`config.mk`:
```
export PLATFORM = sky130hd
export DESIGN_NAME = disc_interface_register_emulator
export DESIGN_NICKNAME = d
export VERILOG_FILES = /design/src/dir_pkg.sv /design/src/dir_in_stage.sv /design/src/dir_core.sv /design/src/disc_interface_register_emulator.sv
export SDC_FILE = /design/constraint.sdc
export NUM_CORES = 1
export LEC_CHECK = 0
export ABC_CLOCK_PERIOD_IN_PS = 12800
export BUFFER_PORTS_ARGS = -buffer_cell sky130_fd_sc_hd__buf_2
export CORE_AREA = 2 2 331 333
export DETAILED_ROUTE_END_ITERATION = 6
export DIE_AREA = 0 0 333 335
export PLACE_DENSITY = 0.48
export SYNTH_ARGS = -nofsm -noshare
export SYNTH_HDL_FRONTEND = slang
export SYNTH_SLANG_ARGS = --single-unit
```
`constraint.sdc`:
```
create_clock -name clk -period 12.8 [get_ports clk]
set_input_delay 2.56 -clock clk [delete_from_list [all_inputs] [get_ports clk]]
set_output_delay 2.56 -clock clk [all_outputs]
set_load 0.05 [all_outputs]
```
`src/dir_pkg.sv`:
```
package dir_pkg;

  // Request kinds carried by an input transaction
  typedef enum logic [1:0] {
    REQ_READ  = 2'd0,
    REQ_WRITE = 2'd1,
    REQ_DONE  = 2'd2,
    REQ_BLOCK = 2'd3
  } req_type_t;

  // Register word indexes
  localparam logic [3:0] REG_STATUS = 4'd0;
  localparam logic [3:0] REG_COVER  = 4'd1;
  localparam logic [3:0] REG_CMD    = 4'd2;
  localparam logic [3:0] REG_ARG0   = 4'd3;
  localparam logic [3:0] REG_ARG1   = 4'd4;
  localparam logic [3:0] REG_ADDR   = 4'd5;
  localparam logic [3:0] REG_LEN    = 4'd6;
  localparam logic [3:0] REG_CTRL   = 4'd7;
  localparam logic [3:0] REG_IMM    = 4'd8;
  localparam int unsigned NUM_REGS  = 9;
  localparam logic [3:0] REG_LAST   = 4'd8;

  // Configuration register indexes
  localparam logic CFG_DISC_SELECT = 1'b0;
  localparam logic CFG_SECOND_DISC = 1'b1;

  // Command opcodes (top byte of the command word)
  localparam logic [7:0] CMD_READ         = 8'hA8;
  localparam logic [7:0] CMD_ID           = 8'hE0;
  localparam logic [7:0] CMD_AUDIO_STREAM = 8'hE1;
  localparam logic [7:0] CMD_AUDIO_STATUS = 8'hE2;
  localparam logic [7:0] CMD_SWAP         = 8'hE3;

  // Subcommands
  localparam logic [7:0] SUB_0 = 8'd0;
  localparam logic [7:0] SUB_1 = 8'd1;
  localparam logic [7:0] SUB_2 = 8'd2;
  localparam logic [7:0] SUB_3 = 8'd3;

  // Register masks
  localparam logic [31:0] STAT_W1C_MASK   = 32'h0000_0054;
  localparam logic [31:0] STAT_WR_MASK    = 32'h0000_002B;
  localparam logic [31:0] STAT_KEEP_CLR   = 32'h0000_002A;
  localparam logic [31:0] STAT_ERR_BIT    = 32'h0000_0004;
  localparam logic [31:0] STAT_TC_BIT     = 32'h0000_0010;
  localparam logic [31:0] COVER_W1C_MASK  = 32'h0000_0004;
  localparam logic [31:0] COVER_WR_MASK   = 32'h0000_0002;
  localparam logic [31:0] DMA_MASK        = 32'h03FF_FFE0;
  localparam logic [31:0] CTRL_MASK       = 32'h0000_0007;
  localparam logic [31:0] ID_VALUE        = 32'h0102_3A00;
  localparam logic [31:0] STREAM_OFF_MASK = 32'h8000_7FFF;
  localparam logic [31:0] STREAM_LEN_MASK = 32'h0000_7FFF;
  localparam logic [31:0] STREAM_POS_MASK = 32'h1FFF_E000;

  localparam logic [31:0] AUDIO_BLOCK_BYTES = 32'd512;

  typedef struct packed {
    req_type_t   req_type;
    logic [3:0]  reg_index;
    logic [31:0] write_data;
  } dir_item_t;

  typedef struct packed {
    logic [31:0] read_data;
    logic        irq;
    logic        read_req_valid;
    logic [31:0] read_req_offset;
    logic [25:0] read_req_length;
    logic [25:0] read_req_address;
    logic        audio_fifo_reset;
    logic        audio_filter_reset;
    logic        disc_swap_start;
  } dir_result_t;

endpackage

```
`src/dir_in_stage.sv`:
```
module dir_in_stage (
  input  logic                clk,
  input  logic                rst_n,
  input  logic                in_valid,
  output logic                in_stall,
  input  logic [1:0]          in_req_type,
  input  logic [3:0]          in_reg_index,
  input  logic [31:0]         in_write_data,
  input  logic                advance,
  output logic                item_vld,
  output dir_pkg::dir_item_t  item
);

  logic               vld_r;
  logic               vld_nxt;
  dir_pkg::dir_item_t item_r;
  logic               load;

  // Hold the buffered transaction while the result side cannot move
  assign in_stall = vld_r & ~advance;
  assign load     = in_valid & ~in_stall;
  assign vld_nxt  = in_stall ? vld_r : in_valid;

  always_ff @(posedge clk) begin
    if (!rst_n) begin
      vld_r <= 1'b0;
    end else begin
      vld_r <= vld_nxt;
    end
  end

  always_ff @(posedge clk) begin
    if (load) begin
      item_r.req_type   <= dir_pkg::req_type_t'(in_req_type);
      item_r.reg_index  <= in_reg_index;
      item_r.write_data <= in_write_data;
    end
  end

  assign item_vld = vld_r;
  assign item     = item_r;

endmodule

```
`src/dir_core.sv`:
```
module dir_core (
  input  logic                 clk,
  input  logic                 rst_n,
  input  logic                 fire,
  input  dir_pkg::dir_item_t   item,
  input  logic                 cfg_we,
  input  logic                 cfg_index,
  input  logic                 cfg_wdata,
  output dir_pkg::dir_result_t result
);

  logic [31:0] reg_r   [dir_pkg::NUM_REGS];
  logic [31:0] reg_nxt [dir_pkg::NUM_REGS];
  logic        playing_r, playing_nxt;
  logic        stopping_r, stopping_nxt;
  logic [31:0] pos_r, pos_nxt;
  logic [31:0] start_r, start_nxt;
  logic [31:0] len_r, len_nxt;
  logic [31:0] q_start_r, q_start_nxt;
  logic [31:0] q_len_r, q_len_nxt;
  logic        disc_select_r;
  logic        second_disc_r;

  logic [7:0]  op;
  logic [7:0]  sub;
  logic [31:0] v;
  logic [31:0] st_keep;
  logic [31:0] cv_keep;
  logic [31:0] aud_off;
  logic [31:0] aud_len;
  logic [31:0] pos_sum;
  logic [31:0] end_sum;
  logic [31:0] cmd_res;

  assign op      = reg_r[dir_pkg::REG_CMD][31:24];
  assign sub     = reg_r[dir_pkg::REG_CMD][23:16];
  assign v       = item.write_data;
  assign st_keep = reg_r[dir_pkg::REG_STATUS] & ~(v & dir_pkg::STAT_W1C_MASK);
  assign cv_keep = reg_r[dir_pkg::REG_COVER] & ~(v & dir_pkg::COVER_W1C_MASK);
  assign aud_off = (reg_r[dir_pkg::REG_ARG0] << 2) & ~dir_pkg::STREAM_OFF_MASK;
  assign aud_len = reg_r[dir_pkg::REG_ARG1] & ~dir_pkg::STREAM_LEN_MASK;
  assign pos_sum = pos_r + dir_pkg::AUDIO_BLOCK_BYTES;
  assign end_sum = start_r + len_r;

  // Immediate result of the non-read commands
  always_comb begin
    cmd_res = '0;
    case (op)
      dir_pkg::CMD_ID: begin
        if (reg_r[dir_pkg::REG_COVER][0]) cmd_res = dir_pkg::ID_VALUE;
      end
      dir_pkg::CMD_AUDIO_STATUS: begin
        case (sub)
          dir_pkg::SUB_0: cmd_res = {31'd0, playing_r};
          dir_pkg::SUB_1: cmd_res = pos_r & dir_pkg::STREAM_POS_MASK;
          dir_pkg::SUB_2: cmd_res = start_r & dir_pkg::STREAM_POS_MASK;
          dir_pkg::SUB_3: cmd_res = len_r;
          default:        cmd_res = '0;
        endcase
      end
      default: cmd_res = '0;
    endcase
  end

  // Next state and result for the transaction in the input register
  always_comb begin
    for (int i = 0; i < dir_pkg::NUM_REGS; i++) reg_nxt[i] = reg_r[i];
    playing_nxt  = playing_r;
    stopping_nxt = stopping_r;
    pos_nxt      = pos_r;
    start_nxt    = start_r;
    len_nxt      = len_r;
    q_start_nxt  = q_start_r;
    q_len_nxt    = q_len_r;
    result       = '0;

    case (item.req_type)
      dir_pkg::REQ_READ: begin
        if (item.reg_index <= dir_pkg::REG_LAST) result.read_data = reg_r[item.reg_index];
      end
      dir_pkg::REQ_WRITE: begin
        case (item.reg_index)
          dir_pkg::REG_STATUS: begin
            reg_nxt[dir_pkg::REG_STATUS] = (v & dir_pkg::STAT_WR_MASK)
                                         | (st_keep & ~dir_pkg::STAT_KEEP_CLR);
          end
          dir_pkg::REG_COVER: begin
            reg_nxt[dir_pkg::REG_COVER] = (v & dir_pkg::COVER_WR_MASK)
                                        | (cv_keep & ~dir_pkg::COVER_WR_MASK);
          end
          dir_pkg::REG_CMD, dir_pkg::REG_ARG0, dir_pkg::REG_ARG1, dir_pkg::REG_IMM: begin
            reg_nxt[item.reg_index] = v;
          end
          dir_pkg::REG_ADDR, dir_pkg::REG_LEN: begin
            reg_nxt[item.reg_index] = v & dir_pkg::DMA_MASK;
          end
          dir_pkg::REG_CTRL: begin
            reg_nxt[dir_pkg::REG_CTRL] = v & dir_pkg::CTRL_MASK;
            if (v[0]) begin
              if (op == dir_pkg::CMD_READ) begin
                // Sector read: issue it, or flag an error with the cover open
                if (!reg_r[dir_pkg::REG_COVER][0]) begin
                  result.read_req_valid   = 1'b1;
                  result.read_req_offset  = {disc_select_r,
                                             reg_r[dir_pkg::REG_ARG0][28:0], 2'b00};
                  result.read_req_length  = reg_r[dir_pkg::REG_LEN][25:0];
                  result.read_req_address = reg_r[dir_pkg::REG_ADDR][25:0];
                end else begin
                  reg_nxt[dir_pkg::REG_STATUS] = reg_r[dir_pkg::REG_STATUS]
                                               | dir_pkg::STAT_ERR_BIT;
                  reg_nxt[dir_pkg::REG_CTRL][0] = 1'b0;
                end
              end else begin
                // Audio stream queue and stop
                if (op == dir_pkg::CMD_AUDIO_STREAM) begin
                  if (sub == dir_pkg::SUB_0) begin
                    if (aud_off == '0 && aud_len == '0) begin
                      stopping_nxt = 1'b1;
                    end else if (!stopping_r) begin
                      q_start_nxt = aud_off;
                      q_len_nxt   = aud_len;
                      if (!playing_r) begin
                        pos_nxt                 = aud_off;
                        start_nxt               = aud_off;
                        len_nxt                 = aud_len;
                        playing_nxt             = 1'b1;
                        result.audio_fifo_reset = 1'b1;
                      end
                    end
                  end else if (sub == dir_pkg::SUB_1) begin
                    stopping_nxt              = 1'b0;
                    playing_nxt               = 1'b0;
                    result.audio_filter_reset = 1'b1;
                  end
                end
                // Disc swap: open the cover when a second image exists
                if (op == dir_pkg::CMD_SWAP && !reg_r[dir_pkg::REG_COVER][0]
                    && second_disc_r) begin
                  reg_nxt[dir_pkg::REG_COVER][0] = 1'b1;
                  result.disc_swap_start         = 1'b1;
                end
                // Complete the command
                reg_nxt[dir_pkg::REG_IMM]     = cmd_res;
                reg_nxt[dir_pkg::REG_STATUS]  = reg_r[dir_pkg::REG_STATUS]
                                              | dir_pkg::STAT_TC_BIT;
                reg_nxt[dir_pkg::REG_LEN]     = '0;
                reg_nxt[dir_pkg::REG_CTRL][0] = 1'b0;
              end
            end
          end
          default: begin
          end
        endcase
      end
      dir_pkg::REQ_DONE: begin
        reg_nxt[dir_pkg::REG_STATUS]  = reg_r[dir_pkg::REG_STATUS] | dir_pkg::STAT_TC_BIT;
        reg_nxt[dir_pkg::REG_LEN]     = '0;
        reg_nxt[dir_pkg::REG_CTRL][0] = 1'b0;
      end
      dir_pkg::REQ_BLOCK: begin
        // Advance the stream; at its end switch to the queued one
        if (playing_r) begin
          pos_nxt = pos_sum;
          if (pos_sum == end_sum) begin
            pos_nxt                   = q_start_r;
            start_nxt                 = q_start_r;
            len_nxt                   = q_len_r;
            result.audio_filter_reset = 1'b1;
            if (stopping_r) begin
              stopping_nxt = 1'b0;
              playing_nxt  = 1'b0;
            end
          end
        end
      end
      default: begin
      end
    endcase

    // Interrupt level after the update
    result.irq = |((reg_nxt[dir_pkg::REG_STATUS] >> 1) & reg_nxt[dir_pkg::REG_STATUS]
                   & dir_pkg::STAT_KEEP_CLR)
               | (reg_nxt[dir_pkg::REG_COVER][2] & reg_nxt[dir_pkg::REG_COVER][1]);
  end

  // State registers
  always_ff @(posedge clk) begin
    if (!rst_n) begin
      for (int i = 0; i < dir_pkg::NUM_REGS; i++) reg_r[i] <= '0;
      playing_r     <= 1'b0;
      stopping_r    <= 1'b0;
      pos_r         <= '0;
      start_r       <= '0;
      len_r         <= '0;
      q_start_r     <= '0;
      q_len_r       <= '0;
      disc_select_r <= 1'b0;
      second_disc_r <= 1'b0;
    end else begin
      if (fire) begin
        for (int i = 0; i < dir_pkg::NUM_REGS; i++) reg_r[i] <= reg_nxt[i];
        playing_r  <= playing_nxt;
        stopping_r <= stopping_nxt;
        pos_r      <= pos_nxt;
        start_r    <= start_nxt;
        len_r      <= len_nxt;
        q_start_r  <= q_start_nxt;
        q_len_r    <= q_len_nxt;
      end
      if (cfg_we && cfg_index == dir_pkg::CFG_DISC_SELECT) disc_select_r <= cfg_wdata;
      if (cfg_we && cfg_index == dir_pkg::CFG_SECOND_DISC) second_disc_r <= cfg_wdata;
    end
  end

endmodule

```
`src/disc_interface_register_emulator.sv`:
```
// Pipeline: the input register takes the transaction, then the result register takes
// its result; both hold while the result side stalls.
// Throughput: one transaction per cycle while out_stall is low; all work is done
// combinationally between the input register and the result register.
// Reset: synchronous, active low; clears the register bank, stream state,
// configuration and both valid flags.
module disc_interface_register_emulator (
  input  logic        clk,
  input  logic        rst_n,
  input  logic        in_valid,
  output logic        in_stall,
  input  logic [1:0]  in_req_type,
  input  logic [3:0]  in_reg_index,
  input  logic [31:0] in_write_data,
  output logic        out_valid,
  input  logic        out_stall,
  output logic [31:0] out_read_data,
  output logic        out_irq,
  output logic        out_read_req_valid,
  output logic [31:0] out_read_req_offset,
  output logic [25:0] out_read_req_length,
  output logic [25:0] out_read_req_address,
  output logic        out_audio_fifo_reset,
  output logic        out_audio_filter_reset,
  output logic        out_disc_swap_start,
  input  logic        cfg_we,
  input  logic        cfg_index,
  input  logic        cfg_wdata
);

  logic                 advance;
  logic                 fire;
  logic                 item_vld;
  dir_pkg::dir_item_t   item;
  dir_pkg::dir_result_t res;
  dir_pkg::dir_result_t res_r;
  logic                 out_vld_r;
  logic                 out_vld_nxt;

  // Result register can take a new transaction when empty or being drained
  assign advance = ~out_vld_r | ~out_stall;
  assign fire    = item_vld & advance;

  dir_in_stage u_in (
    .clk           (clk),
    .rst_n         (rst_n),
    .in_valid      (in_valid),
    .in_stall      (in_stall),
    .in_req_type   (in_req_type),
    .in_reg_index  (in_reg_index),
    .in_write_data (in_write_data),
    .advance       (advance),
    .item_vld      (item_vld),
    .item          (item)
  );

  dir_core u_core (
    .clk       (clk),
    .rst_n     (rst_n),
    .fire      (fire),
    .item      (item),
    .cfg_we    (cfg_we),
    .cfg_index (cfg_index),
    .cfg_wdata (cfg_wdata),
    .result    (res)
  );

  // Result register
  assign out_vld_nxt = advance ? item_vld : out_vld_r;

  always_ff @(posedge clk) begin
    if (!rst_n) begin
      out_vld_r <= 1'b0;
    end else begin
      out_vld_r <= out_vld_nxt;
    end
  end

  always_ff @(posedge clk) begin
    if (fire) begin
      res_r <= res;
    end
  end

  assign out_valid              = out_vld_r;
  assign out_read_data          = res_r.read_data;
  assign out_irq                = res_r.irq;
  assign out_read_req_valid     = res_r.read_req_valid;
  assign out_read_req_offset    = res_r.read_req_offset;
  assign out_read_req_length    = res_r.read_req_length;
  assign out_read_req_address   = res_r.read_req_address;
  assign out_audio_fifo_reset   = res_r.audio_fifo_reset;
  assign out_audio_filter_reset = res_r.audio_filter_reset;
  assign out_disc_swap_start    = res_r.disc_swap_start;

`ifndef SYNTH
  a_reset_clears_out: assert property (@(posedge clk) !rst_n |=> !out_valid)
    else $error("result valid right after reset");

  a_read_req_aligned: assert property (@(posedge clk) disable iff (!rst_n)
    out_valid && out_read_req_valid |->
      out_read_req_length[4:0] == 5'd0 && out_read_req_address[4:0] == 5'd0)
    else $error("read request length or address not 32-byte aligned");

  a_read_req_alone: assert property (@(posedge clk) disable iff (!rst_n)
    out_valid && out_read_req_valid |->
      out_read_data == 32'd0 && !out_disc_swap_start && !out_audio_fifo_reset)
    else $error("sector read combined with another command effect");

  a_fifo_filter_excl: assert property (@(posedge clk) disable iff (!rst_n)
    out_valid && out_audio_fifo_reset |-> !out_audio_filter_reset)
    else $error("stream start and filter reset in one transaction");
`endif

endmodule

```
Word-level counts from Yosys, hierarchy flattened:

Memory sizes are Yosys's and may differ from the RTL's. A register that Yosys moved wholly into a read port is not among the register bits.
Cells that the tools add are included.

* register bits: 262
* memory bits (writable): 288
* bits of input ports: 45
* logic and storage cells: 227
* memories: 1

Memory list
* u_core.reg_r: words 9, bits a word 32, rd ports 10, clocked after Yosys merged registers in 1, write ports 9, RTL line dir_core.sv:12 `logic [31:0] reg_r [dir_pkg::NUM_REGS];`

* add/sub/neg operators: 2
* order comparisons: 3
* equality and inequality tests: 34
* mux-type cells: 101
* bitwise operators: 36
* reduce and logical (&&, ||, !) cells: 27

Operators with widths (count)
* two-way mux 32 bit: 39
* bitwise mux 288 bit: 2
* one-hot mux 32 bit (2 select lines): 6
* one-hot mux 96 bit (3 select lines): 1
* one-hot mux 128 bit (2 select lines): 1
* one-hot mux 32 bit (4 select lines): 2
* two-way mux 160 bit: 1
* demux 32 bit (select 4 bit): 1
* one-hot mux 31 bit (3 select lines): 1
* two-way mux 85 bit: 1
* bitwise AND 32 bit: 2
* logical NOT 32 bit: 2
* equality test 8 bit, second input constant: 5
* two-way mux 1 bit: 35
* two-way mux 33 bit: 1
* adder 32 x 10 -> 32 bit, second input constant: 1
* adder 32 bit: 1
* equality test 32 bit: 1
* inverter 3 -> 32 bit: 1
* inverter 7 -> 32 bit: 1
* OR 2 x 32 -> 32 bit: 1
* OR 6 x 32 -> 32 bit: 1
* two-way mux 31 bit: 1
* two-way mux 25 bit: 1
* other kinds (40): 94

Depth between registers and ports, before layout:

Gate-level depths: netlist of the first run.

* depth in word-level cells: 11
* gate-level depth with buffers: 15
* gate-level depth less buffers: 13

Modules after synthesis:

From an unflattened synthesis of the first run, not the netlist that was laid out.

* cells, all modules: 2462
* area, all modules: 27029.7 um^2

Modules (own cells, without submodules)
* dir_core: instances 1, cells an instance 2294, area an instance 22166.3 um^2
* disc_interface_register_emulator: instances 1, cells an instance 126, area an instance 3674.8 um^2
* dir_in_stage: instances 1, cells an instance 42, area an instance 1188.6 um^2

Worst setup path before layout of the first run:

OpenSTA, ideal clock, no wires.

* path kind: in2reg
* start: input out_stall
* end: memory u_core.reg_r[2][0], enable pin
* arrival: 12541 ps
* data required time: 12308 ps
* path slack: -233 ps
* stages: 4
* buffers on the path: 0
* cell sequence: a21boi_1 -> nand2_1 -> or2_2 -> nand2_1

RTL lines
* from (decl): RTL line disc_interface_register_emulator.sv:16 `input logic out_stall,`
* to (decl): RTL line dir_core.sv:12

Worst setup path after layout of the first run:

* start: input out_stall
* end: output in_stall

* longest elaborated chain between the ends: 4

Ends and longest elaborated chain
* inverter 1 bit: RTL line disc_interface_register_emulator.sv:41 `assign advance = ~out_vld_r | ~out_stall;`
* OR 1 bit: RTL line disc_interface_register_emulator.sv:41
* inverter 1 bit: RTL line dir_in_stage.sv:20 `assign in_stall = vld_r & ~advance;`
* bitwise AND 1 bit: RTL line dir_in_stage.sv:20
* to (decl): RTL line disc_interface_register_emulator.sv:11 `output logic in_stall,`

No other way between the ends.

==> results.yml, run 1 <==
outcome:
  status: "finished, final reports clean"
global_route:
  antenna_found_initial: 2
  grt_usage: 0.165
  grt_max_degree: 92
  grt_pass1_vias: 19612
  grt_overflow: 0
  grt_pass1_wl_um: 138000
synthesis:
  synth_xor_area_frac: 0.0178
  ys_seq_area_frac: 0.569
  yosys.area.top_type: "edfxtp_1"
  yosys.area_share.simple: 0.176
  synth_top_area_share: 0.498
  synth_cell_types: 77
  yosysWarningCount: 0
  synthCells: 2479
  synth_adder_area_share: 0.0105
  synth.mux.area_fraction: 0.0789
  synth_edf_count: 445
  synth_compound_area_frac: 0.118
  synth_seq_cells: 540
  synth_area_leaders: "edfxtp_1 50%, dfxtp_1 7.1%, nand2_1 7.0%, a21oi_1 6.2%, mux4_2 5.4%"
  synth.avg_cell_area_um2: 10.8
  synth_top_family_by_area: "simple AND/OR/NAND/NOR gates"
  syn-cell-area_um2: 26800
  async_reset_ff_frac: 0
  synth_flop_cell: "edfxtp_1"
clocking:
  cts_buffer_depth: 3
  cts_made_buffers: 61
  cts_max_level: 2
  cts_resized: 0
  post_cts_buffers: 0
  path_clk_slew_ns: 0.06
  clock_sinks: 540
  hold_buffers: 0
  cts_root_buffer: "clkbuf_16"
  cts_tree: "built"
  worstSkewPairLatency_ns: 0.67
setup_path:
  crit_type: "in -> out"
  cp_max_fo: 3
  end_kind: "output pin"
  crit_arrival_ns: 3.22
  r2r-start: "u_core.len_r[15]$_SDFFE_PN0P_"
  critPathCapture: "in_stall"
  required_ns: 10.24
  r2r_slack_ns: 7.57
  max_stage_delay_ns: 0.29
  critPathSlowestCell: "buf_2"
  cp_num_buf_inv: 2
  worstPathCellList: "buf_2 -> and3_1 -> buf_2"
  regToRegEndpoint: "u_core.start_r[18]$_SDFFE_PN0P_"
  cpMostUsedCell: "buf_2"
  worstSetupStartpointType: "input port"
  startpoint: "out_stall"
  rr_worst_depth: 14
  cp_top_family: "buffers and inverters"
  cp.depth: 3
sta:
  finalSetupViolCount: 0
  fin_crit_ns: 5.78
  fin_crit_sh: 0.452
  finalClockSkew_ns: 0.0284
  hold_violations: 0
  fin_tns_setup_ns: 0
  maxSlewViolCount: 0
  rsz0062_at_grt: "no"
  max_clock_freq_ghz: 0.173
  worstMarginPinSlew_ns: 1.19
  slew-limit-headroom: 0.204
floorplan:
  die-area_um2: 112000
  fp-row-count: 121
  die_h_um: 335
  die_w_um: 333
  start_util: 0.248
  ios: 168
  core_um2: 108000
drt:
  drc: 0
  top_layer: "met4"
  wl_met1_um: 40300
  wl_per_cell_um: 23.3
  routed-wl-met2_um: 46600
  vias: 19975
  drt-total-wl_um: 94000
  vias_per_cell: 4.95
  ant_nets: 0
  firstDrtPassIters: 5
  dr_wl_met3_um: 3990
  drt_iter0_markers: 1648
hold_path:
  hold_path_class: "reg -> reg"
cells_and_area:
  finish.net_count: 2640
  area_growth_pct: 16.6
  drive_gt1_frac: 0.163
  diodes: 0
  finish.instance_area_um2: 31300
place:
  hpwl_um: 62700
  gp_congestion: 0.841
  dpl_cell_area_um2: 29200
  port_buffers: 165
flow_run:
  maxCapViolCount: 0
pwr:
  ir_drop_uv: 106
  p_leak_uw: 0.0111
  power.density_cell_area_nw_per_um2: 134
==> worst reg2reg max path: stages (launching register included) <==
cell and delay, ns:
dfxtp_1 0.37, ha_1 0.18, inv_1 0.06, fa_1 0.40, nor2b_1 0.18, o21a_1 0.18
o21a_1 0.14, o21ai_0 0.09, a2111o_1 0.47, a2111oi_2 0.38, nand4bb_1 0.70, o21ai_4 1.03
buf_4 0.52, a21oi_1 0.16, a311oi_1 0.28
==> synthesized netlist by cell type (13+ instances only) <==
cell type    n
a21oi_1    332
a22o_1      18
a311oi_1    37
and2_1     140
and3_1      57
buf_1       19
clkbuf_1   151
dfxtp_1     95
edfxtp_1   445
ha_1        21
inv_1       18
mux2_2      13
mux2i_1     53
mux4_2      64
nand2_1    501
nand2b_1    19
nand3_1     49
nand4_1     14
nor2_1     132
nor3_1      27
nor4_1      13
o21ai_0     46
xnor2_1     29
==> flip-flops by register name, indices dropped and copies added (netlist names), 17 cells and up <==
name and flops:
out_read_req_length 26, out_read_data 32, out_read_req_offset 30, u_core.pos_r 23, u_in.item 38, out_read_req_address 26
u_core.q_len_r 17, u_core.reg_r 288, u_core.len_r 17
==> cells by family (layout without fill, tap and decap cells) <==
family | Yosys count | in the layout
and+or+nand+nor | 1007 | 1007
AOI/OAI and AO/OA | 528 | 528
DFF | 540 | 540
adders and majority gates | 22 | 22
other | 1 | 2
xor gates and xnor gates | 45 | 45
buffers and inverters | 206 | 351
muxes | 130 | 130
==> routing by layer <==
metal | vias up | GRT usage
li1 | 9226 | -
met1 | 10036 | 0.213
met2 | 571 | 0.286
met3 | 142 | 0.0191
met4 | 0 | 0.0550
met5 | - | 0
==> worst min-delay path by stage <==
stage	start	endpoint	depth (start not counted)
floorplan	u_core.q_len_r[15]$_SDFFE_PN0P_	u_core.q_len_r[15]$_SDFFE_PN0P_	2
global placement	u_core.q_len_r[22]$_SDFFE_PN0P_	u_core.q_len_r[22]$_SDFFE_PN0P_	2
detailed placement	u_core.q_len_r[18]$_SDFFE_PN0P_	u_core.q_len_r[18]$_SDFFE_PN0P_	2
CTS	u_core.q_len_r[25]$_SDFFE_PN0P_	u_core.q_len_r[25]$_SDFFE_PN0P_	2
global route	u_core.q_len_r[15]$_SDFFE_PN0P_	u_core.q_len_r[15]$_SDFFE_PN0P_	2
finish	u_core.q_len_r[26]$_SDFFE_PN0P_	u_core.q_len_r[26]$_SDFFE_PN0P_	2
==> where the power goes <==
group          internal [uW]  total, uW  switching [uW]  leakage, uW
clock network           1050       1830             778      0.00101
logic                   91.2        319             228      0.00479
registers               1970       2030            66.1      0.00530
total                   3110       4180            1070       0.0111
==> area by class of cell <==
| type | instances | area, um^2 |
|---|---|---|
| Tap cell | 1414 | 1770 |
| Multi-Input combinational cell | 1734 | 10900 |
| Clock inverter | 26 | 280 |
| Inverter | 19 | 71.3 |
| Clock buffer | 89 | 1790 |
| Sequential cell | 540 | 15300 |
| Fill cell | 11324 | 76800 |
| Timing Repair Buffer | 217 | 1220 |
==> cell usage in the layout, fill, tap and decap left out, drive strengths merged, types with 5 or more instances in the layout <==
cell type,n
a22oi,5
a21o,7
mux4,64
ha,21
inv,22
o21ai,50
xnor2,29
a311oi,37
or2,9
a31oi,11
dfxtp,95
a41oi,9
and2,140
mux2i,53
a22o,18
o21a,7
nor4,15
edfxtp,445
and3,57
or3,10
mux2,13
nor2b,11
clkbuf,89
xor2,10
a21oi,332
clkinv,18
nand2,501
a211oi,8
nand4,16
o311ai,6
nor2,132
nor3,28
buf,217
nand2b,19
nand3,50
a21boi,10
==> metrics by stage <==
stage          worst slack, ns  utilization  hold slack, ns  total power [uW]  instances
2_1_floorplan             2.72            -           0.436              2250       2480
3_3_place_gp              6.66        0.270           0.442              2390       3924
3_5_place_dp              6.62        0.270           0.447              2390       3924
4_1_cts                   7.02        0.290           0.455              4240       4039
5_1_grt                   6.99        0.290           0.472              4320       4039
6_report                  7.02        0.290           0.454              4180       4039
(Power assumes the default switching activity.)
==> run 2: changes to the inputs <==
--- a/config.mk
+++ b/config.mk
@@ -5,12 +5,13 @@
 export SDC_FILE = /design/constraint.sdc
 export NUM_CORES = 1
 export LEC_CHECK = 0
-export ABC_CLOCK_PERIOD_IN_PS = 12800
+export ABC_AREA = 1
+export ABC_CLOCK_PERIOD_IN_PS = 5650
 export BUFFER_PORTS_ARGS = -buffer_cell sky130_fd_sc_hd__buf_2
-export CORE_AREA = 2 2 331 333
+export CORE_AREA = 2 2 333 335
 export DETAILED_ROUTE_END_ITERATION = 6
-export DIE_AREA = 0 0 333 335
-export PLACE_DENSITY = 0.48
+export DIE_AREA = 0 0 335 337
+export PLACE_DENSITY = 0.46
 export SYNTH_ARGS = -nofsm -noshare
 export SYNTH_HDL_FRONTEND = slang
 export SYNTH_SLANG_ARGS = --single-unit
==> constraint.sdc (replaced) <==
create_clock -name clk -period 5.65 [get_ports clk]
set_input_delay 1.13 -clock clk [delete_from_list [all_inputs] [get_ports clk]]
set_output_delay 1.13 -clock clk [all_outputs]
set_load 0.05 [all_outputs]
==> run 2 against run 1 <==
Net effect: wire length increased by 4.8%; synthesized cell count increased by 27%; combinational power increased to 2.8 times the previous value; critical path depth increased by 10; power increased by 140%; critical endpoint is now u_core.len_r[30]$_SDFFE_PN0P_.
==> results.yml, run 2 <==
outcome:
  status: "finished, final reports clean"
sta:
  finalClockSkew_ns: 0.0266
  fin_crit_ns: 4.04
  finalSetupViolCount: 0
  hold_violations: 0
  fin_crit_sh: 0.714
  rsz0062_at_grt: "no"
  fin_tns_setup_ns: 0
  maxSlewViolCount: 0
  slew-limit-headroom: 0.256
  max_clock_freq_ghz: 0.248
  worstMarginPinSlew_ns: 1.11
pwr:
  p_int_uw: 7330
  ir_drop_uv: 213
  total_power_uw: 9910
  power.density_cell_area_nw_per_um2: 311
  clockPowerShare: 0.442
  switching_power_uw: 2580
  p_sw_frac: 0.261
  comb_power_share: 0.091
  p_leak_uw: 0.0125
  seq_power_share: 0.467
clocking:
  post_cts_buffers: 0
  cts_root_buffer: "clkbuf_16"
  hold_buffers: 0
  clock_sinks: 540
  cts_buffer_depth: 3
  cts_resized: 0
  worstSkewPairLatency_ns: 0.66
  cts_max_level: 2
  cts_made_buffers: 61
  path_clk_slew_ns: 0.06
  cts_tree: "built"
synthesis:
  synth_cell_types: 51
  syn-cell-area_um2: 27200
  synth_edf_count: 445
  synthTopCellsByCount: "832 x nand2_1, 445 x edfxtp_1, 439 x nor2_1, 369 x inv_1, 196 x a21oi_1"
  yosys.area.top_type: "edfxtp_1"
  synthCells: 3149
  synth.avg_cell_area_um2: 8.64
  synth_flop_cell: "edfxtp_1"
  synth_area_leaders: "edfxtp_1 49%, nand2_1 11%, dfxtp_1 7.0%, nor2_1 6.1%, inv_1 5.1%"
  synth_seq_cells: 540
  synth_most_common_cell: "nand2_1"
  yosysWarningCount: 0
  ys_seq_area_frac: 0.561
  synth_top_area_share: 0.491
  async_reset_ff_frac: 0
setup_path:
  r2r_slack_ns: 1.61
  rr_worst_depth: 13
  max_stage_delay_ns: 0.75
  crit_arrival_ns: 4.62
  required_ns: 6.23
  critPathSlowestCell: "inv_1"
  regToRegEndpoint: "u_core.len_r[30]$_SDFFE_PN0P_"
  end_kind: "flop"
  worstPathCellList: "nand2_2 -> buf_4 -> nor2_4 -> inv_2 -> nor2_4 -> o21ai_0 -> nor2_1 -> nand2_2 -> inv_1 -> nand2_4 -> nand2_1 -> nand2_1 -> nor2_1"
  crit_type: "reg -> reg"
  r2r-start: "u_in.item[33]$_DFFE_PP_"
  cp_max_fo: 34
  worstSetupStartpointType: "flop"
cells_and_area:
  drive_gt1_frac: 0.110
  final_common_cell: "nand2_1"
  area_growth_pct: 17.0
  most-common-layout-cells: "829 x nand2_1, 445 x edfxtp_1, 431 x nor2_1"
  fillers: 11765
  diodes: 0
  finish.net_count: 3331
  regMostFlops: "u_core.reg_r"
  largest_register_ffs: 288
place:
  hpwl_um: 67900
  port_buffers: 165
  gp_congestion: 0.870
hold_path:
  min_to: "u_core.pos_r[31]$_SDFFE_PN0P_"
  hold_depth: 2
  hold_path_class: "reg -> reg"
  worstHoldStart: "u_core.pos_r[31]$_SDFFE_PN0P_"
global_route:
  grt_max_degree: 80
  grt_pass1_vias: 22120
  grt_usage: 0.172
  antenna_found_initial: 1
  grt_pass1_wl_um: 147000
  grt_overflow: 0
floorplan:
  die-area_um2: 113000
  fp-row-count: 122
  die_w_um: 335
  ios: 168
  start_util: 0.248
  die_h_um: 337
  core_um2: 110000
drt:
  ant_nets: 0
  firstDrtPassIters: 5
  drc: 0
  drt_iter0_markers: 2089
  drt-total-wl_um: 98500
  vias_per_cell: 4.78
  vias: 22657
  wl_per_cell_um: 20.8
flow_run:
  maxCapViolCount: 0
==> run 2: cell types whose count changed after synthesis, sizes merged, moves of 64 or more <==
| cell | before | now |
|---|---|---|
| inv | 19 | 386 |
| nand2 | 501 | 839 |
| nor2 | 132 | 455 |
| a21oi | 332 | 196 |
| and2 | 140 | 4 |
| a211oi | 8 | 91 |
| mux4 | 64 | 0 |
==> run 2: power groups by stage <==
stage          Sequential, uW  Combinational (uW)  Clock [uW]
2_1_floorplan            4780                 468           0
3_3_place_gp             4710                 907           0
3_5_place_dp             4710                 908           0
4_1_cts                  4620                 911        4470
5_1_grt                  4640                 985        4610
6_report                 4620                 904        4380
==> run 2: cell families after synthesis <==
| family | Yosys count | share of synthesized area |
|---|---|---|
| other | 1 | 0.000138 |
| buffers and inverters | 547 | 0.0776 |
| AND/OR/NAND/NOR | 1487 | 0.222 |
| XOR/XNOR | 5 | 0.00161 |
| AO/OA/AOI/OAI | 547 | 0.127 |
| flip-flops | 540 | 0.561 |
| adder cells (fa/ha/maj) | 22 | 0.0104 |
==> run 2: metal layers <==
metal	vias to the layer above	global-route usage	wire length [um]	part of all wire
met2	648	0.291	46900	0.48
met1	11036	0.231	44300	0.45
met5	-	0	0	0
met4	0	0.0498	2910	0.029
li1	10824	-	-	-
met3	149	0.0188	4410	0.045
==> run 2: worst max-delay path by stage <==
| stage | start | end | slack, ns | depth (start not counted) |
|---|---|---|---|---|
| after detailed placement | out_stall | u_core.reg_r[6][13]$_SDFFCE_PN0P_ | 1.46 | 11 |
| after CTS | u_in.item[33]$_DFFE_PP_ | u_core.len_r[26]$_SDFFE_PN0P_ | 1.68 | 12 |
| after global placement | out_stall | u_core.reg_r[6][21]$_SDFFCE_PN0P_ | 1.49 | 11 |
| after floorplan | out_stall | u_core.reg_r[6][0]$_SDFFCE_PN0P_ | 0.55 | 7 |
| final | u_in.item[33]$_DFFE_PP_ | u_core.len_r[30]$_SDFFE_PN0P_ | 1.61 | 13 |
| after global routing | u_in.item[33]$_DFFE_PP_ | u_core.len_r[29]$_SDFFE_PN0P_ | 1.33 | 13 |
==> run 2: critical path: cells and delay by family, from the launching register on <==
kind	cells	cell delay (ns)
AOI/OAI and AO/OA	1	0.16
buffers and inverters	3	1.42
DFF	1	0.50
and+or+nand+nor	9	1.88
==> run 2: stage by stage <==
stage | instance area (um^2) | std cells | setup WS [ns] | util | hold slack (ns)
after floorplan | 27200 | 3150 | 0.555 | - | 0.424
after global placement | 29700 | 4627 | 1.49 | 0.271 | 0.472
after detailed placement | 29700 | 4627 | 1.46 | 0.271 | 0.479
after CTS | 31800 | 4742 | 1.68 | 0.290 | 0.493
after global routing | 31800 | 4742 | 1.33 | 0.290 | 0.520
final | 31800 | 4742 | 1.61 | 0.290 | 0.490
==> run 2: cell type report <==
type	count	area (um^2)	share of cell area
clock buffers	72	1610	0.0506
multi-input cells	2063	9950	0.313
flip-flops and latches	540	15300	0.480
inverters	390	1470	0.0462
repair buffers	208	1190	0.0373
clock inverters	43	557	0.0175
well taps	1426	1780	0.0561
==> run 3: changes to the inputs <==
--- a/config.mk
+++ b/config.mk
@@ -5,12 +5,12 @@
 export SDC_FILE = /design/constraint.sdc
 export NUM_CORES = 1
 export LEC_CHECK = 0
-export ABC_AREA = 1
-export ABC_CLOCK_PERIOD_IN_PS = 5650
+export ABC_AREA = 0
+export ABC_CLOCK_PERIOD_IN_PS = 3940
 export BUFFER_PORTS_ARGS = -buffer_cell sky130_fd_sc_hd__buf_2
-export CORE_AREA = 2 2 333 335
+export CORE_AREA = 2 2 331 333
 export DETAILED_ROUTE_END_ITERATION = 6
-export DIE_AREA = 0 0 335 337
+export DIE_AREA = 0 0 333 335
 export PLACE_DENSITY = 0.46
 export SYNTH_ARGS = -nofsm -noshare
 export SYNTH_HDL_FRONTEND = slang
==> constraint.sdc (replaced) <==
create_clock -name clk -period 3.94 [get_ports clk]
set_input_delay 0.788 -clock clk [delete_from_list [all_inputs] [get_ports clk]]
set_output_delay 0.788 -clock clk [all_outputs]
set_load 0.05 [all_outputs]
==> run 3 against run 2 <==
Net effect: first-iteration DRC count decreased by 25%; sequential share of layout area decreased by 1.0 points; clock-buffer cell count increased by 15; worst setup slack got worse by 1.4 ns; largest cell class unchanged; highest routed layer is now met5.
==> results.yml, run 3 (synthesized netlist as in run 1, its figures left out) <==
clocking:
  cts_made_buffers: 66
  worstSkewPairLatency_ns: 0.63
  cts_max_level: 3
  hold_buffers: 0
  clock_sinks: 540
  cts_tree: "built"
  cts_root_buffer: "clkbuf_16"
  path_clk_slew_ns: 0.06
  cts_buffer_depth: 3
floorplan:
  die_h_um: 335
  ios: 168
  die_w_um: 333
  core_um2: 108000
  fp-row-count: 121
  die-area_um2: 112000
  start_util: 0.248
sta:
  rsz0062_at_grt: "no"
  setup_slack_ns: 0.243
  max_clock_freq_ghz: 0.270
  slew-limit-headroom: 0.328
  worstMarginPinSlew_ns: 1.01
  fin_crit_ns: 3.70
  finalClockSkew_ns: 0.0313
  fin_crit_sh: 0.938
  finalSetupViolCount: 0
  maxSlewViolCount: 0
  fin_tns_setup_ns: 0
  hold_violations: 0
setup_path:
  required_ns: 4.48
  worstPathCellList: "ha_1 -> a21o_1 -> a21oi_1 -> a21o_1 -> nand2_1 -> a221o_1 -> xnor2_1 -> or4b_1 -> or3b_1 -> buf_4 -> or2_1 -> a41oi_2"
  cp_max_fo: 12
  critPathSlowestCell: "or4b_1"
  crit_arrival_ns: 4.24
  end_kind: "flop"
  max_stage_delay_ns: 0.49
  worstSetupStartpointType: "flop"
  crit_type: "reg -> reg"
  cpMostUsedCell: "a21o_1"
hold_path:
  hold_path_class: "in -> reg"
pwr:
  ir_drop_uv: 281
  power.density_cell_area_nw_per_um2: 427
  p_leak_uw: 0.0115
drt:
  drt_iter0_markers: 1573
  vias: 20477
  wl_per_cell_um: 23.9
  drt-total-wl_um: 98300
  vias_per_cell: 4.98
  drc: 0
  firstDrtPassIters: 5
  ant_nets: 0
cells_and_area:
  finish.net_count: 2711
  most-common-layout-cells: "497 x nand2_1, 445 x edfxtp_1, 220 x a21oi_1"
  final_common_cell: "nand2_1"
  area_growth_pct: 21.1
  regMostFlops: "u_core.reg_r"
  drive_gt1_frac: 0.233
  largest_register_ffs: 288
global_route:
  grt_overflow: 0
  grt_max_degree: 81
  grt_pass1_vias: 20597
  antenna_found_initial: 7
  grt_usage: 0.173
  grt_pass1_wl_um: 143000
place:
  post-place-ws_ns: 0.113
  hpwl_um: 67100
  gp_congestion: 0.835
  port_buffers: 165
flow_run:
  maxCapViolCount: 0
outcome:
  status: "finished, final reports clean"
## run 3: cell count changes in the layout (fill, tap and decap cells not counted), moves of 70 or more
cell	previous run	this run
nor2_1	431	128
a211oi_1	91	5
nand2_1	829	497
and2_1	4	140
buf_4	40	110
a21oi_2	0	112
inv_1	367	17
## run 3: cell type report
cell class                      count  area [um^2]
Fill cell                       11215        75600
Sequential cell                   540        15300
Multi-Input combinational cell   1734        11500
Timing Repair Buffer              283         1810
Clock buffer                       87         1770
Tap cell                         1414         1770
Clock inverter                     31          354
Inverter                           19         75.1
Antenna cell                        1         2.50
## run 3: report_power, final
group,total [uW],switching (uW),internal (uW),leakage [uW]
Sequential,6590,201,6390,0.00530
Clock,6150,2560,3590,0.00103
Combinational,1130,794,335,0.00513
## run 3: metrics by stage
stage	power [uW]	cells	area [um^2]	util	hold WS [ns]
6_report	13900	4109	32500	0.301	0.329
2_1_floorplan	7350	2480	27700	-	0.436
5_1_grt	14300	4108	32500	0.301	0.316
3_3_place_gp	7850	3987	30300	0.280	0.442
4_1_cts	14000	4105	32400	0.300	0.297
3_5_place_dp	7850	3987	30300	0.280	0.446
## run 3: critical path, delay by kind of cell (launching register included)
| family | cells | cell delay [ns] |
|---|---|---|
| AO/OA/AOI/OAI | 5 | 1.28 |
| XOR/XNOR | 1 | 0.15 |
| adder cells (fa/ha/maj) | 1 | 0.38 |
| buffers and inverters | 1 | 0.20 |
| flip-flops | 1 | 0.33 |
| AND/OR/NAND/NOR | 4 | 1.23 |
## run 3: worst paths after layout
path / startpoint / end / slack [ns] / depth (start not counted)
setup / recovery: u_core.len_r[19]$_SDFFE_PN0P_ / u_core.pos_r[27]$_SDFFE_PN0P_ / 0.24 / 12
hold / removal: in_reg_index[1] / u_in.item[33]$_DFFE_PP_ / 0.33 / 1
setup reg to reg: u_core.len_r[19]$_SDFFE_PN0P_ / u_core.pos_r[27]$_SDFFE_PN0P_ / 0.24 / 12
hold reg to reg: u_core.q_len_r[19]$_SDFFE_PN0P_ / u_core.q_len_r[19]$_SDFFE_PN0P_ / 0.45 / 2
## run 3: metal layers
metal | global-route usage | up-vias | wire length [um]
li1 | - | 9372 | -
met1 | 0.221 | 10313 | 41900
met2 | 0.295 | 629 | 48300
met3 | 0.0245 | 157 | 4540
met4 | 0.0676 | 6 | 3560
met5 | 0 | - | 22
## run 3: what timing repair did
action / in CTS / in global routing
buffers inserted: 0 / 3
setup endpoints to repair: 0 / 41
gates resized for setup: 0 / 5
